--- src/design/pgl_pkg.sv ---
package pgl_pkg;

    // Fixed field widths of the request, response and configuration port
    localparam int SPECIES_W  = 2;
    localparam int INDEX_W    = 15;
    localparam int DATA_W     = 32;
    localparam int CFG_IDX_W  = 2;
    localparam int CFG_DATA_W = 32;

    localparam logic REQ_WRITE = 1'b0;
    localparam logic REQ_QUERY = 1'b1;

    typedef enum logic [CFG_IDX_W-1:0] {
        CFG_DIMS      = 2'd0,
        CFG_LOG2_SIDE = 2'd1,
        CFG_INV_DX2   = 2'd2
    } pgl_cfg_idx_t;

    typedef enum logic [2:0] {
        ST_IDLE,
        ST_WRITE,
        ST_READ,
        ST_DRAIN,
        ST_ABS,
        ST_MUL_LO,
        ST_MUL_HI,
        ST_FINAL
    } pgl_state_t;

    typedef struct packed {
        logic                     req_type;
        logic [SPECIES_W-1:0]     species;
        logic [INDEX_W-1:0]       cell_index;
        logic signed [DATA_W-1:0] cell_value;
    } pgl_req_t;

    typedef struct packed {
        logic signed [DATA_W-1:0] laplacian;
        logic                     saturated;
        logic                     write_done;
    } pgl_rsp_t;

    typedef struct packed {
        logic load;
        logic mem_write;
        logic rd_issue;
        logic take_abs;
        logic mul_lo;
        logic mul_hi;
        logic finish;
    } pgl_cmd_t;

    typedef struct packed {
        logic in_write;
        logic in_sp_ok;
        logic last_tap;
        logic out_free;
    } pgl_status_t;

endpackage

--- src/design/pgl_ctrl.sv ---
module pgl_ctrl (
    input  logic                clk,
    input  logic                rst_n,
    input  logic                in_valid,
    output logic                in_ready,
    input  pgl_pkg::pgl_status_t status,
    output pgl_pkg::pgl_cmd_t   cmd
);

    pgl_pkg::pgl_state_t state_reg;
    pgl_pkg::pgl_state_t state_next;

    always_ff @(posedge clk or negedge rst_n)
    begin
        if (!rst_n)
        begin
            state_reg <= pgl_pkg::ST_IDLE;
        end
        else
        begin
            state_reg <= state_next;
        end
    end

    always_comb
    begin
        state_next = state_reg;
        unique case (state_reg)
            pgl_pkg::ST_IDLE:
            begin
                if (in_valid)
                begin
                    priority if (status.in_write)
                        state_next = pgl_pkg::ST_WRITE;
                    else if (status.in_sp_ok)
                        state_next = pgl_pkg::ST_READ;
                    else
                        state_next = pgl_pkg::ST_FINAL;
                end
            end
            pgl_pkg::ST_WRITE:  state_next = pgl_pkg::ST_FINAL;
            pgl_pkg::ST_READ:
            begin
                if (status.last_tap)
                    state_next = pgl_pkg::ST_DRAIN;
            end
            pgl_pkg::ST_DRAIN:  state_next = pgl_pkg::ST_ABS;
            pgl_pkg::ST_ABS:    state_next = pgl_pkg::ST_MUL_LO;
            pgl_pkg::ST_MUL_LO: state_next = pgl_pkg::ST_MUL_HI;
            pgl_pkg::ST_MUL_HI: state_next = pgl_pkg::ST_FINAL;
            pgl_pkg::ST_FINAL:
            begin
                if (status.out_free)
                    state_next = pgl_pkg::ST_IDLE;
            end
            default:            state_next = pgl_pkg::ST_IDLE;
        endcase
    end

    always_comb
    begin
        in_ready      = (state_reg == pgl_pkg::ST_IDLE);
        cmd.load      = (state_reg == pgl_pkg::ST_IDLE) && in_valid;
        cmd.mem_write = (state_reg == pgl_pkg::ST_WRITE);
        cmd.rd_issue  = (state_reg == pgl_pkg::ST_READ);
        cmd.take_abs  = (state_reg == pgl_pkg::ST_ABS);
        cmd.mul_lo    = (state_reg == pgl_pkg::ST_MUL_LO);
        cmd.mul_hi    = (state_reg == pgl_pkg::ST_MUL_HI);
        cmd.finish    = (state_reg == pgl_pkg::ST_FINAL) && status.out_free;
    end

    // Single memory port: a write never shares a cycle with a stencil read
    assert property (@(posedge clk) disable iff (!rst_n)
        !(cmd.mem_write && cmd.rd_issue))
        else $error("memory write and read issued together");

    assert property (@(posedge clk) disable iff (!rst_n)
        cmd.load |=> !in_ready)
        else $error("new transaction taken while one is in flight");

    assert property (@(posedge clk) disable iff (!rst_n)
        cmd.mul_lo |=> cmd.mul_hi)
        else $error("high partial product did not follow the low one");

    assert property (@(posedge clk) disable iff (!rst_n)
        (cmd.rd_issue && status.last_tap) |=> !cmd.rd_issue)
        else $error("stencil reads continued past the last tap");

endmodule

--- config.mk ---
export PLATFORM = sky130hd
export DESIGN_NAME = pgl_ctrl
export DESIGN_NICKNAME = d
export VERILOG_FILES = /design/src/design/pgl_pkg.sv /design/src/design/pgl_ctrl.sv
export SDC_FILE = /design/constraint.sdc
export NUM_CORES = 1
export LEC_CHECK = 0
export ABC_AREA = 1
export BUFFER_PORTS_ARGS = -buffer_cell sky130_fd_sc_hd__buf_2
export CELL_PAD_IN_SITES_DETAIL_PLACEMENT = 1
export CELL_PAD_IN_SITES_GLOBAL_PLACEMENT = 2
export CORE_MARGIN = 8
export CORE_UTILIZATION = 20
export DETAILED_ROUTE_END_ITERATION = 10
export GPL_TIMING_DRIVEN = 0
export PLACE_DENSITY = 0.72
export SYNTH_ARGS = -nofsm -noshare
export SYNTH_HDL_FRONTEND = slang
export SYNTH_SLANG_ARGS = --single-unit
--- constraint.sdc ---
create_clock -name clk -period 2.2 [get_ports clk]
set_input_delay 0.44 -clock clk [delete_from_list [all_inputs] [get_ports clk]]
set_output_delay 0.44 -clock clk [all_outputs]
set_load 0.01 [all_outputs]
Word-level counts from Yosys, hierarchy flattened:

Index checks and enable logic that the tools add are counted.

* register bits after elaboration: 3
* input bits: 7
* output and inout bits: 8

* equal/unequal tests: 10
* multiplexer cells: 6
* reductions and logical operators: 5

Operators with widths (number)
* 3-bit case mux with 7 select lines: 1
* 3-bit 2-to-1 mux: 5
* 3-bit == test, second input constant: 4
* 3-bit by 2-bit == test with 1-bit output, second input constant: 2
* 2-bit inequality test, second input constant: 3
* 3-bit by 1-bit == test with 1-bit output, second input constant: 1
* 3-bit zero test: 1
* 3-bit AND reduction: 1
* 1-bit logical AND: 2
* 2-bit OR reduction: 1

Longest topological paths before layout:

* depth after elaboration: 4
* depth in mapped cells: 6
* gate-level depth less buffers: 5

Least setup slack after synthesis:

No wires, ideal clock.

* kind: register to output
* start point: reg state_reg[2]
* end point: out cmd[6] in the netlist's numbering
* arrival time: 887 ps
* required time: 1760 ps
* path slack: 873 ps
* stages on the path, launching flop included: 5
* buffers on the path: 1
* path through: dfrtp_1 -> buf_6 -> nor2_4 -> nand2_1 -> nor2_1

RTL lines
* start: declaration: RTL line pgl_ctrl.sv:10 `pgl_pkg::pgl_state_t state_reg;`
* start signal: assignment: RTL line pgl_ctrl.sv:17 `state_reg <= pgl_pkg::ST_IDLE;`
* start signal: assignment: RTL line pgl_ctrl.sv:21 `state_reg <= state_next;`
* end: declaration: RTL line pgl_ctrl.sv:7 `output pgl_pkg::pgl_cmd_t cmd`

==> flow_metrics.py <==
metrics = {
    "run_status": {
        "outcome": "finished, final reports clean",
    },
    "cells_and_area": {
        "n_fill_cell": 183,
        "multi_input_area_um2": 153,
        "final_nets": 74,
        "ff_latch_area_um2": 75.1,
        "largest_reg_flops": 3,
        "n_antenna_cell": 0,
        "final_cell_mix": "buf_2, nand2_1, inv_1, nor2_1",
        "layout_commonest_cell": "buf_2",
        "final_layout_size_suffix_gt1_frac": 0.364,
        "area_delta_synth_final_pct": 44.1,
    },
    "sta": {
        "tightest_slew_ns": 0.249,
        "final.setup_skew_ns": 0.00337,
        "final_max_slew_viol_count": 0,
        "setup_tns_ns": 0,
        "finalSetupViolCount": 0,
        "period_minus_slack_ns": 1.65,
        "rsz0062_at_grt": "false",
        "whs_ns": 0.537,
        "finalCritPeriodShare": 0.751,
        "hold_violations": 0,
        "slew_headroom": 0.834,
        "maxClockFrequency_ghz": 0.606,
    },
    "clock_network": {
        "cts_sinks": 3,
        "cts_hold_buf": 0,
        "cts_max_level": 1,
        "cts-root-buf": "clkbuf_4",
        "cts_tree": "yes",
        "path_clk_slew_ns": 0.04,
        "post_cts_buffers": 0,
        "cts_buffers": 3,
        "insertion_delay_ns": 0.23,
        "cts.repair.resized": 0,
        "cts_buffer_depth": 2,
    },
    "global_route": {
        "grt_pass1_wl_mm": 1.20,
        "grt.total_usage": 0.0556,
        "grt_pass1_vias": 309,
        "antenna_found_initial": 0,
        "grt_overflow": 0,
        "grt_max_degree": 9,
    },
    "power_and_ir_drop": {
        "p_seq_frac": 0.237,
        "max-vdd-ir-drop_v": 0.000567,
        "p_int_mw": 0.285,
        "cellPowerDensity_nw_per_um2": 1320,
        "pwr-share-clk": 0.171,
        "p_sw_mw": 0.253,
        "p_comb_frac": 0.592,
        "cellLeakagePower_nw": 0.256,
        "switching_share": 0.470,
    },
    "synth": {
        "seq_area_frac_synth": 0.264,
        "syn_nets": 54,
        "syn_area_um2": 284,
        "syn_area_per_cell_um2": 6.04,
        "syn_inst": 47,
        "ys_warn_count": 0,
        "synth-seq-cells": 3,
        "yosysUniqueCellTypes": 14,
    },
    "drt": {
        "drc": 0,
        "drt_iter0_markers": 0,
        "drtAntennaViolNets": 0,
        "detail_route.wl_per_cell_um": 9.60,
        "dr.pass1.iters": 1,
        "viasPerCell": 4.06,
        "vias": 329,
        "wl_um": 778,
    },
    "die": {
        "boundaryPins": 15,
        "die_x_um": 53.7,
        "core_area_um2": 1320,
        "start_util": 0.216,
        "die_area_um2": 2880,
        "die_y_um": 53.7,
        "rows": 13,
    },
    "critical_path": {
        "critPathRequiredTime_ns": 1.76,
        "critical_path.startpoint_type": "register",
        "critPathArrivalTime_ns": 1.21,
        "crit_path_max_fanout": 8,
        "crit_path_end_kind": "primary output",
        "crit_type": "register to primary output",
    },
    "worst_hold_path": {
        "hold_class": "primary input to async pin",
    },
    "placement": {
        "io_buffer_count": 14,
        "place_congestion": 0.734,
        "dp.final_hpwl_um": 687,
    },
    "flow_run": {
        "maxCapViolCount": 0,
    },
}
[kinds of logic after synthesis]
logic type | count (synthesis) | synth area share
simple gates | 25 | 0.401
compound gates | 6 | 0.137
flops | 3 | 0.264
buf+inv | 13 | 0.198
[cell type report]
cell class              count  share of cell area
inverters                  12               0.110
plain buffers               1              0.0275
multi-input cells          31               0.373
well taps                  15              0.0459
flip-flops and latches      3               0.183
clock buffers               4              0.0642
repair buffers             15               0.196
[worst paths after layout]
check                           cells past startpoint  slack [ns]                  endpoint                      from
min in group clk                                    4        0.57  state_reg[0]$_DFFE_PN0P_                 status[0]
max in group asynchronous                           2        1.55  state_reg[2]$_DFFE_PN0P_                     rst_n
worst max register to register                      5        1.09  state_reg[0]$_DFFE_PN0P_  state_reg[2]$_DFFE_PN0P_
worst max-delay path                                5        0.55                    cmd[6]  state_reg[2]$_DFFE_PN0P_
worst min register to register                      3        0.74  state_reg[1]$_DFFE_PN0P_  state_reg[1]$_DFFE_PN0P_
worst min-delay path                                2        0.54  state_reg[1]$_DFFE_PN0P_                     rst_n
[cell usage after synthesis]
cell      instances  area (µm²)
buf_6             1        11.3
o21a_1            1        7.51
a21boi_2          1        11.3
nor2_1            9        33.8
dfrtp_1           3        75.1
nor2_4            1        11.3
inv_2             3        11.3
inv_1             9        33.8
o21ai_0           1        5.00
o21ai_1           3        15.0
nand2_1          10        37.5
nand4_1           1        6.26
nand3_1           3        15.0
nand3_2           1        10.0
[routing by layer]
metal / track usage / vias up / wire [µm]
li1: - / 179 / -
met1: 0.0668 / 143 / 369
met2: 0.0811 / 7 / 367
met3: 0.0193 / 0 / 41
met4: 0.0378 / 0 / 0
met5: 0 / - / 0
[worst max-delay path, cell delays in order, from the launching register on]
cell     delay, ns
dfrtp_1       0.36
buf_6         0.14
nor2_4        0.16
nand2_1       0.11
nor2_1        0.09
buf_2         0.13
[through the flow]
| step | total power, mW | util | instance area [µm²] | setup WS, ns | std cells |
|---|---|---|---|---|---|
| 2_1_floorplan | 0.355 | - | 284 | 0.873 | 47 |
| 3_3_place_gp | 0.455 | 0.283 | 373 | 0.785 | 76 |
| 3_5_place_dp | 0.457 | 0.283 | 373 | 0.766 | 76 |
| 4_1_cts | 0.552 | 0.303 | 399 | 0.521 | 80 |
| 5_1_grt | 0.595 | 0.311 | 409 | 0.455 | 81 |
| 6_report | 0.538 | 0.311 | 409 | 0.549 | 81 |
[power by group through the flow]
stage          Clock [mW]  Combinational [mW]  Sequential (mW)
4_1_cts            0.0955               0.327            0.129
2_1_floorplan           0               0.234            0.120
3_5_place_dp            0               0.327            0.130
3_3_place_gp            0               0.326            0.129
5_1_grt             0.102               0.360            0.133
6_report           0.0920               0.319            0.127
Note: power is estimated with default switching activity, not from simulation.
